<file path="src/cimr_pkg.sv">
package cimr_pkg;

    typedef struct packed {
        logic [1:0]  opcode;
        logic [4:0]  reg_offset;
        logic [7:0]  write_data;
        logic [7:0]  open_bus;
        logic        in_vblank;
        logic        hpos_late;
        logic        autojoy_busy;
        logic        raise_nmi;
        logic        raise_irq;
        logic [1:0]  joy_port;
        logic [15:0] joy_word;
    } t_in_item;

    typedef struct packed {
        logic [7:0] read_data;
        logic       irq_release;
        logic       nmi_enable;
        logic       h_irq_enable;
        logic       v_irq_enable;
        logic       autojoy_enable;
        logic [8:0] h_timer;
        logic [8:0] v_timer;
        logic       fast_rom;
        logic       ppu_latch_pulse;
        logic [7:0] dma_start_mask;
        logic [7:0] hdma_start_mask;
    } t_out_item;

    localparam logic [1:0] OP_READ  = 2'd0;
    localparam logic [1:0] OP_WRITE = 2'd1;
    localparam logic [1:0] OP_JOY   = 2'd2;
    localparam logic [1:0] OP_RAISE = 2'd3;

    localparam logic [4:0] R_NMITIMEN = 5'h00;
    localparam logic [4:0] R_WRIO     = 5'h01;
    localparam logic [4:0] R_WRMPYA   = 5'h02;
    localparam logic [4:0] R_WRMPYB   = 5'h03;
    localparam logic [4:0] R_WRDIVL   = 5'h04;
    localparam logic [4:0] R_WRDIVH   = 5'h05;
    localparam logic [4:0] R_WRDIVB   = 5'h06;
    localparam logic [4:0] R_HTIMEL   = 5'h07;
    localparam logic [4:0] R_HTIMEH   = 5'h08;
    localparam logic [4:0] R_VTIMEL   = 5'h09;
    localparam logic [4:0] R_VTIMEH   = 5'h0A;
    localparam logic [4:0] R_MDMAEN   = 5'h0B;
    localparam logic [4:0] R_HDMAEN   = 5'h0C;
    localparam logic [4:0] R_MEMSEL   = 5'h0D;
    localparam logic [4:0] R_RDNMI    = 5'h10;
    localparam logic [4:0] R_TIMEUP   = 5'h11;
    localparam logic [4:0] R_HVBJOY   = 5'h12;
    localparam logic [4:0] R_RDIO     = 5'h13;
    localparam logic [4:0] R_RDDIVL   = 5'h14;
    localparam logic [4:0] R_RDDIVH   = 5'h15;
    localparam logic [4:0] R_RDMPYL   = 5'h16;
    localparam logic [4:0] R_RDMPYH   = 5'h17;
    localparam logic [4:0] R_JOY1L    = 5'h18;
    localparam logic [4:0] R_JOY4H    = 5'h1F;

    typedef enum logic [2:0] {
        K_READ  = 3'd0,
        K_WRITE = 3'd1,
        K_DIV   = 3'd2,
        K_JOY   = 3'd3,
        K_RAISE = 3'd4
    } t_kind;

    typedef struct packed {
        t_kind       kind;
        logic [4:0]  off;
        logic [7:0]  wd;
        logic [7:0]  ob;
        logic        vblank;
        logic        hlate;
        logic        ajbusy;
        logic        rnmi;
        logic        rirq;
        logic [1:0]  jport;
        logic [15:0] jword;
    } t_cmd;

    localparam int QDEPTH = 2;
    localparam int QPTR_W = $clog2(QDEPTH);
    localparam int QCNT_W = $clog2(QDEPTH + 1);

    localparam int DIV_CYCLES = 8;
    localparam int DIV_CNT_W  = $clog2(DIV_CYCLES);

    localparam logic [7:0]  RST_MCAND = 8'hFF;
    localparam logic [15:0] RST_POR   = 16'hFE01;
    localparam logic [15:0] RST_DVD   = 16'hFFFF;
    localparam logic [15:0] RST_QUOT  = 16'h0101;
    localparam logic [8:0]  RST_TIMER = 9'h1FF;
    localparam logic [15:0] DIV0_QUOT = 16'hFFFF;
    localparam logic [3:0]  RDNMI_LO  = 4'h2;

endpackage

</file>
<file path="src/cpu_io_math_irq_registers.sv">
// channel   direction  handshake                       payload
// in        input      i_in_valid / o_in_stall         i_in_data  (t_in_item)
// out       output     o_out_valid / i_out_stall       o_out_data (t_out_item)
//
// One result per transfer in, in order; each item passes the input register, the
// queue and the output register. A divide by a non-zero byte holds the back end
// in its divide state, two quotient bits per cycle, and no new item is popped.
// Reset is synchronous and active low; control and result state is loaded at once, data-path registers are not reset.
// A two-deep queue sits between the input register and the back end, so a
// stalled output does not stall input until the queue fills.
module cpu_io_math_irq_registers
    import cimr_pkg::*;
(
    input  logic      i_clk,
    input  logic      i_rst_n,
    input  logic      i_in_valid,
    output logic      o_in_stall,
    input  t_in_item  i_in_data,
    output logic      o_out_valid,
    input  logic      i_out_stall,
    output t_out_item o_out_data
);

    logic push;
    t_cmd push_cmd;
    logic q_full;
    logic q_valid;
    t_cmd q_head;
    logic q_pop;

    cimr_front u_front (
        .i_clk      (i_clk),
        .i_rst_n    (i_rst_n),
        .i_in_valid (i_in_valid),
        .o_in_stall (o_in_stall),
        .i_in_data  (i_in_data),
        .o_push     (push),
        .o_push_cmd (push_cmd),
        .i_q_full   (q_full)
    );

    cimr_queue u_queue (
        .i_clk      (i_clk),
        .i_rst_n    (i_rst_n),
        .i_push     (push),
        .i_push_cmd (push_cmd),
        .o_full     (q_full),
        .o_valid    (q_valid),
        .o_head     (q_head),
        .i_pop      (q_pop)
    );

    cimr_back u_back (
        .i_clk       (i_clk),
        .i_rst_n     (i_rst_n),
        .i_q_valid   (q_valid),
        .i_q_cmd     (q_head),
        .o_q_pop     (q_pop),
        .o_out_valid (o_out_valid),
        .i_out_stall (i_out_stall),
        .o_out_data  (o_out_data)
    );

endmodule

</file>
<file path="src/cimr_front.sv">
module cimr_front
    import cimr_pkg::*;
(
    input  logic     i_clk,
    input  logic     i_rst_n,
    input  logic     i_in_valid,
    output logic     o_in_stall,
    input  t_in_item i_in_data,
    output logic     o_push,
    output t_cmd     o_push_cmd,
    input  logic     i_q_full
);

    logic r_vld;
    t_cmd r_cmd;
    t_cmd n_cmd;
    logic accept;

    assign o_in_stall = r_vld && i_q_full;
    assign accept     = i_in_valid && !o_in_stall;
    assign o_push     = r_vld && !i_q_full;
    assign o_push_cmd = r_cmd;

    always_comb begin
        case (i_in_data.opcode)
            OP_READ:  n_cmd.kind = K_READ;
            OP_WRITE: n_cmd.kind = (i_in_data.reg_offset == R_WRDIVB) ? K_DIV : K_WRITE;
            OP_JOY:   n_cmd.kind = K_JOY;
            default:  n_cmd.kind = K_RAISE;
        endcase
        n_cmd.off    = i_in_data.reg_offset;
        n_cmd.wd     = i_in_data.write_data;
        n_cmd.ob     = i_in_data.open_bus;
        n_cmd.vblank = i_in_data.in_vblank;
        n_cmd.hlate  = i_in_data.hpos_late;
        n_cmd.ajbusy = i_in_data.autojoy_busy;
        n_cmd.rnmi   = i_in_data.raise_nmi;
        n_cmd.rirq   = i_in_data.raise_irq;
        n_cmd.jport  = i_in_data.joy_port;
        n_cmd.jword  = i_in_data.joy_word;
    end

    always_ff @(posedge i_clk) begin
        if (!i_rst_n) begin
            r_vld <= 1'b0;
        end else if (accept) begin
            r_vld <= 1'b1;
        end else if (o_push) begin
            r_vld <= 1'b0;
        end
    end

    always_ff @(posedge i_clk) begin
        if (accept) begin
            r_cmd <= n_cmd;
        end
    end

endmodule

</file>
<file path="src/cimr_queue.sv">
module cimr_queue
    import cimr_pkg::*;
(
    input  logic i_clk,
    input  logic i_rst_n,
    input  logic i_push,
    input  t_cmd i_push_cmd,
    output logic o_full,
    output logic o_valid,
    output t_cmd o_head,
    input  logic i_pop
);

    t_cmd              r_mem [QDEPTH];
    logic [QPTR_W-1:0] r_wr;
    logic [QPTR_W-1:0] r_rd;
    logic [QCNT_W-1:0] r_cnt;

    assign o_full  = (r_cnt == QCNT_W'(QDEPTH));
    assign o_valid = (r_cnt != '0);
    assign o_head  = r_mem[r_rd];

    always_ff @(posedge i_clk) begin
        if (!i_rst_n) begin
            r_wr  <= '0;
            r_rd  <= '0;
            r_cnt <= '0;
        end else begin
            if (i_push) begin
                r_wr <= (r_wr == QPTR_W'(QDEPTH - 1)) ? '0 : r_wr + 1'b1;
            end
            if (i_pop) begin
                r_rd <= (r_rd == QPTR_W'(QDEPTH - 1)) ? '0 : r_rd + 1'b1;
            end
            if (i_push && !i_pop) begin
                r_cnt <= r_cnt + 1'b1;
            end else if (i_pop && !i_push) begin
                r_cnt <= r_cnt - 1'b1;
            end
        end
    end

    always_ff @(posedge i_clk) begin
        if (i_push) begin
            r_mem[r_wr] <= i_push_cmd;
        end
    end

endmodule

</file>
<file path="src/cimr_back.sv">
module cimr_back
    import cimr_pkg::*;
(
    input  logic      i_clk,
    input  logic      i_rst_n,
    input  logic      i_q_valid,
    input  t_cmd      i_q_cmd,
    output logic      o_q_pop,
    output logic      o_out_valid,
    input  logic      i_out_stall,
    output t_out_item o_out_data
);

    typedef enum logic [1:0] {
        S_EXEC = 2'b01,
        S_DIV  = 2'b10
    } t_back_state;

    t_back_state r_state, n_state;
    logic [7:0]  r_mcand, n_mcand;
    logic [15:0] r_por, n_por;
    logic [15:0] r_dvd, n_dvd;
    logic [15:0] r_quot, n_quot;
    logic [8:0]  r_htm, n_htm;
    logic [8:0]  r_vtm, n_vtm;
    logic [3:0]  r_en, n_en;
    logic        r_nmi, n_nmi;
    logic        r_irq, n_irq;
    logic        r_latch, n_latch;
    logic        r_fast, n_fast;
    logic [15:0] r_joy [4];
    logic        joy_we;

    logic [15:0]          r_dq, n_dq;
    logic [7:0]           r_rem, n_rem;
    logic [7:0]           r_dvs, n_dvs;
    logic [DIV_CNT_W-1:0] r_dcnt, n_dcnt;
    logic [8:0]           s1, s2;

    logic      r_out_vld;
    t_out_item r_out, n_out;
    logic      out_free;
    logic [15:0] jw;

    function automatic logic [8:0] div_step(input logic [7:0] rem, input logic nb,
                                            input logic [7:0] d);
        logic [8:0] t;
        t = {rem, nb};
        if (t >= {1'b0, d}) begin
            return {8'(t - {1'b0, d}), 1'b1};
        end
        return {t[7:0], 1'b0};
    endfunction

    assign out_free    = !r_out_vld || !i_out_stall;
    assign o_q_pop     = (r_state == S_EXEC) && i_q_valid && out_free;
    assign o_out_valid = r_out_vld;
    assign o_out_data  = r_out;
    assign joy_we      = o_q_pop && (i_q_cmd.kind == K_JOY);
    assign jw          = r_joy[i_q_cmd.off[2:1]];

    always_comb begin
        n_state = r_state;
        n_mcand = r_mcand;
        n_por   = r_por;
        n_dvd   = r_dvd;
        n_quot  = r_quot;
        n_htm   = r_htm;
        n_vtm   = r_vtm;
        n_en    = r_en;
        n_nmi   = r_nmi;
        n_irq   = r_irq;
        n_latch = r_latch;
        n_fast  = r_fast;
        n_dq    = r_dq;
        n_rem   = r_rem;
        n_dvs   = r_dvs;
        n_dcnt  = r_dcnt;
        s1      = div_step(r_rem, r_dq[15], r_dvs);
        s2      = div_step(s1[8:1], r_dq[14], r_dvs);
        n_out   = '0;

        case (r_state)
            S_EXEC: begin
                if (o_q_pop) begin
                    case (i_q_cmd.kind)
                        K_READ: begin
                            case (i_q_cmd.off)
                                R_RDNMI: begin
                                    n_out.read_data = {r_nmi, i_q_cmd.ob[6:4], RDNMI_LO};
                                    n_nmi = 1'b0;
                                end
                                R_TIMEUP: begin
                                    n_out.read_data   = {r_irq, i_q_cmd.ob[6:0]};
                                    n_irq             = 1'b0;
                                    n_out.irq_release = 1'b1;
                                end
                                R_HVBJOY: n_out.read_data = {i_q_cmd.vblank, i_q_cmd.hlate,
                                                             i_q_cmd.ob[5:1], i_q_cmd.ajbusy};
                                R_RDIO:   n_out.read_data = {r_latch, 7'h00};
                                R_RDDIVL: n_out.read_data = r_quot[7:0];
                                R_RDDIVH: n_out.read_data = r_quot[15:8];
                                R_RDMPYL: n_out.read_data = r_por[7:0];
                                R_RDMPYH: n_out.read_data = r_por[15:8];
                                default: begin
                                    if (i_q_cmd.off inside {[R_JOY1L:R_JOY4H]}) begin
                                        n_out.read_data = i_q_cmd.off[0] ? jw[15:8] : jw[7:0];
                                    end else begin
                                        n_out.read_data = i_q_cmd.ob;
                                    end
                                end
                            endcase
                        end
                        K_WRITE: begin
                            case (i_q_cmd.off)
                                R_NMITIMEN: begin
                                    n_en = {i_q_cmd.wd[7], i_q_cmd.wd[5], i_q_cmd.wd[4],
                                            i_q_cmd.wd[0]};
                                    if (n_en[2:1] == 2'b00) begin
                                        n_irq             = 1'b0;
                                        n_out.irq_release = 1'b1;
                                    end
                                end
                                R_WRIO: begin
                                    n_out.ppu_latch_pulse = r_latch && !i_q_cmd.wd[7];
                                    n_latch               = i_q_cmd.wd[7];
                                end
                                R_WRMPYA: n_mcand = i_q_cmd.wd;
                                R_WRMPYB: n_por   = {8'h00, r_mcand} * {8'h00, i_q_cmd.wd};
                                R_WRDIVL: n_dvd   = {r_dvd[15:8], i_q_cmd.wd};
                                R_WRDIVH: n_dvd   = {i_q_cmd.wd, r_dvd[7:0]};
                                R_HTIMEL: n_htm   = {r_htm[8], i_q_cmd.wd};
                                R_HTIMEH: n_htm   = {i_q_cmd.wd[0], r_htm[7:0]};
                                R_VTIMEL: n_vtm   = {r_vtm[8], i_q_cmd.wd};
                                R_VTIMEH: n_vtm   = {i_q_cmd.wd[0], r_vtm[7:0]};
                                R_MDMAEN: n_out.dma_start_mask  = i_q_cmd.wd;
                                R_HDMAEN: n_out.hdma_start_mask = i_q_cmd.wd;
                                R_MEMSEL: n_fast = i_q_cmd.wd[0];
                                default: ;
                            endcase
                        end
                        K_DIV: begin
                            if (i_q_cmd.wd == 8'h00) begin
                                n_quot = DIV0_QUOT;
                                n_por  = r_dvd;
                            end else begin
                                n_dq    = r_dvd;
                                n_rem   = '0;
                                n_dvs   = i_q_cmd.wd;
                                n_dcnt  = '0;
                                n_state = S_DIV;
                            end
                        end
                        K_RAISE: begin
                            n_nmi = r_nmi || i_q_cmd.rnmi;
                            n_irq = r_irq || i_q_cmd.rirq;
                        end
                        default: ;
                    endcase
                end
            end
            S_DIV: begin
                n_dq   = {r_dq[13:0], s1[0], s2[0]};
                n_rem  = s2[8:1];
                n_dcnt = r_dcnt + 1'b1;
                if (r_dcnt == DIV_CNT_W'(DIV_CYCLES - 1)) begin
                    n_quot  = n_dq;
                    n_por   = {8'h00, n_rem};
                    n_state = S_EXEC;
                end
            end
            default: n_state = S_EXEC;
        endcase

        n_out.nmi_enable     = n_en[3];
        n_out.h_irq_enable   = n_en[1];
        n_out.v_irq_enable   = n_en[2];
        n_out.autojoy_enable = n_en[0];
        n_out.h_timer        = n_htm;
        n_out.v_timer        = n_vtm;
        n_out.fast_rom       = n_fast;
    end

    always_ff @(posedge i_clk) begin
        if (!i_rst_n) begin
            r_state   <= S_EXEC;
            r_mcand   <= RST_MCAND;
            r_por     <= RST_POR;
            r_dvd     <= RST_DVD;
            r_quot    <= RST_QUOT;
            r_htm     <= RST_TIMER;
            r_vtm     <= RST_TIMER;
            r_en      <= '0;
            r_nmi     <= 1'b0;
            r_irq     <= 1'b0;
            r_latch   <= 1'b0;
            r_fast    <= 1'b0;
            r_out_vld <= 1'b0;
            for (int i = 0; i < 4; i++) begin
                r_joy[i] <= '0;
            end
        end else begin
            r_state   <= n_state;
            r_mcand   <= n_mcand;
            r_por     <= n_por;
            r_dvd     <= n_dvd;
            r_quot    <= n_quot;
            r_htm     <= n_htm;
            r_vtm     <= n_vtm;
            r_en      <= n_en;
            r_nmi     <= n_nmi;
            r_irq     <= n_irq;
            r_latch   <= n_latch;
            r_fast    <= n_fast;
            r_out_vld <= o_q_pop || (r_out_vld && i_out_stall);
            if (joy_we) begin
                r_joy[i_q_cmd.jport] <= i_q_cmd.jword;
            end
        end
    end

    always_ff @(posedge i_clk) begin
        r_dq   <= n_dq;
        r_rem  <= n_rem;
        r_dvs  <= n_dvs;
        r_dcnt <= n_dcnt;
        if (o_q_pop) begin
            r_out <= n_out;
        end
    end

endmodule

</file>
<file path="config.mk">
export PLATFORM = sky130hd
export DESIGN_NAME = cpu_io_math_irq_registers
export DESIGN_NICKNAME = d
export VERILOG_FILES = /design/src/cimr_pkg.sv /design/src/cpu_io_math_irq_registers.sv /design/src/cimr_front.sv /design/src/cimr_queue.sv /design/src/cimr_back.sv
export SDC_FILE = /design/constraint.sdc
export NUM_CORES = 1
export LEC_CHECK = 0
export BUFFER_PORTS_ARGS = -buffer_cell sky130_fd_sc_hd__clkbuf_2
export CAP_MARGIN = 25
export CORE_ASPECT_RATIO = 1.25
export CORE_UTILIZATION = 55
export CTS_CLUSTER_DIAMETER = 200
export DETAILED_ROUTE_END_ITERATION = 6
export GPL_TIMING_DRIVEN = 0
export PLACE_DENSITY = 0.77
export SYNTH_ARGS = -nofsm -noshare
export SYNTH_HDL_FRONTEND = slang
export SYNTH_SLANG_ARGS = --single-unit
</file>
<file path="constraint.sdc">
create_clock -name i_clk -period 8.66 [get_ports i_clk]
set_input_delay 0.433 -clock i_clk [delete_from_list [all_inputs] [get_ports i_clk]]
set_output_delay 0.433 -clock i_clk [all_outputs]
set_load 0.05 [all_outputs]
</file>
==> results.yml <==
die:
  start_util: 0.559
  dieArea_um2: 33100
  fp.dieW_um: 163
  num_rows: 73
  dieHeight_um: 203
  coreArea_um2: 31900
  io_pins: 101
global_routing:
  grt_pass1_wl_mm: 65.5
  grt_util_all_layers: 0.260
  antenna_found_initial: 0
  grt_pass1_vias: 12300
  grt_max_degree: 51
  gr-total-overflow: 0
finish:
  layout_commonest_cell: "edfxtp_1"
  layout_common_cells: "289 x edfxtp_1, 171 x nand2_1, 144 x nor2_1"
  multi_input_area_um2: 6760
  antenna_cells: 0
  area_growth_pct: 12.7
  drive_above_1_share: 0.151
  regArea_um2: 10500
  fillers: 2451
  nets: 1787
clock_tree:
  cts_inserted_buffers: 36
  cts_hold_buf: 0
  clkTransAtPathRegs_ns: 0.06
  post_cts_buffers: 0
  clock-sinks: 380
  cts_root_buffer: "clkbuf_16"
  clk_latency_ns: 0.53
  cts_tree: "yes"
  cts_resized: 0
  cts_max_path_buffers: 3
  h-tree-depth: 2
sta:
  slew_headroom: 0.293
  setup_viol: 0
  fin_ws_ns: 0.949
  fmax_ghz: 0.130
  setup_tns_ns: 0
  rsz0062_at_grt: "no"
  worst-slew-pin-transition_ns: 1.03
  min_period_over_period: 0.890
  fin_crit_ns: 7.71
  hold_violations: 0
  skew_ns: 0.0269
  slew_viol_final: 0
pwr:
  vdd_drop_max_uv: 550
  power_density_nw_per_um2: 389
  p_leak_nw: 7.52
worst_hold_path:
  hold_depth: 1
  min_path_type: "in2reg"
  hold_start: "i_in_data[33]"
  hold_path_end: "u_front.o_push_cmd[33]$_DFFE_PP_"
placement:
  place_ws_ns: 0.870
  dp_hpwl_mm: 31.6
  portBuffers: 99
  gp_congestion: 0.943
routing:
  vias: 12200
  wl_mm: 42.5
  wl_per_cell_um: 20.5
  route.detailed.drc: 0
  drt_first_pass_iters: 6
  viasPerCell: 5.89
  ant_nets: 0
  first_iter_violations: 887
job:
  maxCapViolations: 0
synthesis:
  synthCells: 1500
  synth_edf_count: 289
  yosysSeqAreaShare: 0.589
  yosysUniqueCellTypes: 78
  synthArstFlopShare: 0
  ys_ff_latch: 380
  avgSynthCellArea_um2: 11.9
  synth_nets: 1643
  synth_flop_cell: "edfxtp_1"
  synth_area_leaders: "edfxtp_1 49%, dfxtp_1 10%, fa_1 4.3%, ha_1 3.9%, nand2_1 3.6%"
  synth_warnings: 0
  synth_top_area_frac: 0.487
  syn_area_um2: 17800
  synth_area_leader_cell: "edfxtp_1"
setup_path:
  crit_fanout: 10
  cp-start-kind: "flop"
  required_ns: 9.12
  timing.reg2reg.setup_slack_ns: 0.95
  worstPathArrival_ns: 8.17
  crit_path_end_kind: "flop"
  cp_slowest_cell: "mux2i_1"
  cpPeakStageDelay_ns: 0.88
  setup.worst_path.class: "reg2reg"
  reg2reg_to: "u_back.r_por[13]$_SDFFE_PN1P_"
  path_cells: "buf_6 > buf_2 > buf_2 > buf_2 > buf_2 > mux2i_1 > clkinv_1 > and2_1 > fa_1 > fa_1 > inv_1 > fa_1 > fa_1 > inv_1 > ha_1 > o21a_1 > o31a_1 > o31a_1 > o2111a_1 > o31a_1 > o31a_1 > o21ai_0"
  ff2ff_path_depth: 22
status:
  outcome: "finished, final reports clean"
## logic make-up (layout without fill, tap and decap cells)
family / Yosys count / count (layout) / share of synthesized area
mux: 73 / 73 / 0.0422
compound gates: 268 / 268 / 0.106
buf+inv: 147 / 314 / 0.0333
simple gates: 521 / 521 / 0.140
flops: 380 / 380 / 0.589
fa+ha+maj: 93 / 93 / 0.0813
xor+xnor: 18 / 18 / 0.00884
## cells in the mapped netlist (all sizes together), types with 13 or more instances
master,instances
inv,75
a21oi,55
nor2,145
nor3,23
and2,65
o221a,16
mux2i,55
dfxtp,91
nand3,13
fa,38
ha,55
nand2b,15
a311oi,17
nor2b,17
o21ai,65
nand2,179
mux2,18
edfxtp,289
or2,21
clkbuf,41
buf,23
a211oi,23
## power by group
| group | leakage, nW | internal [mW] | total (mW) | switching (mW) |
|---|---|---|---|---|
| clock network | 0.546 | 0.870 | 1.52 | 0.648 |
| logic | 3.56 | 1.56 | 4.02 | 2.46 |
| registers | 3.41 | 2.19 | 2.28 | 0.0899 |
## sequential cells by signal, indices dropped and copies added (netlist names), 2 cells and up, named ones only
signal,cells
u_back.r_dq,16
u_back.r_quot,16
u_back.r_dvs,8
u_back.r_dcnt,3
u_back.r_por,16
u_back.r_state,2
u_back.r_rem,8
u_front.o_push_cmd,47
u_back.r_en,4
u_back.r_joy,64
u_back.r_dvd,16
u_back.r_mcand,8
u_queue.r_mem,94
u_back.r_htm,9
u_back.r_vtm,9
u_back.o_out_data,49
u_queue.r_cnt,2
## how the worst max path moves through the flow
stage               startpoint                       endpoint  slack, ns
floorplan                 flop  u_back.r_por[13]$_SDFFE_PN1P_       2.49
global placement          flop  u_back.r_por[13]$_SDFFE_PN1P_       0.92
detailed placement        flop  u_back.r_por[13]$_SDFFE_PN1P_       0.87
CTS                       flop  u_back.r_por[13]$_SDFFE_PN1P_       0.86
global route              flop  u_back.r_por[13]$_SDFFE_PN1P_       0.55
finish                    flop  u_back.r_por[13]$_SDFFE_PN1P_       0.95
## per-stage QoR
stage | util | instance area (µm²) | hold WS [ns] | cells | total power, mW
final | 0.630 | 20100 | 0.0809 | 2079 | 7.82
after global routing | 0.630 | 20100 | 0.0594 | 2079 | 8.34
after CTS | 0.630 | 20100 | 0.0642 | 2078 | 7.81
after detailed placement | 0.595 | 19000 | 0.431 | 2017 | 6.28
after global placement | 0.591 | 18800 | 0.422 | 2011 | 6.20
after floorplan | - | 17800 | 0.421 | 1500 | 5.29
## worst max-delay path, delay by kind of cell (launching register included)
family,cells,cell delay (ns)
adder cells (fa/ha/maj),5,2.31
buffers and inverters,8,2.21
AO/OA/AOI/OAI,7,1.56
multiplexers,1,0.88
AND/OR/NAND/NOR,1,0.34
flip-flops,1,0.32
## per-layer routing
| metal | global-route usage | vias to the layer above | part of all wire | wire [µm] |
|---|---|---|---|---|
| li1 | - | 5698 | - | - |
| met1 | 0.294 | 5930 | 0.37 | 15600 |
| met2 | 0.468 | 470 | 0.52 | 22300 |
| met3 | 0.0368 | 140 | 0.054 | 2290 |
| met4 | 0.148 | 0 | 0.055 | 2360 |
| met5 | 0 | - | 0 | 0 |
## final cells by class
type | count | area share
Tap cell | 412 | 0.0257
Sequential cell | 380 | 0.523
Clock inverter | 10 | 0.00498
Buffer | 64 | 0.0140
Inverter | 83 | 0.0156
Multi-Input combinational cell | 973 | 0.336
Clock buffer | 51 | 0.0502
Timing Repair Buffer | 106 | 0.0305
Power figures use the tool's default switching activity.
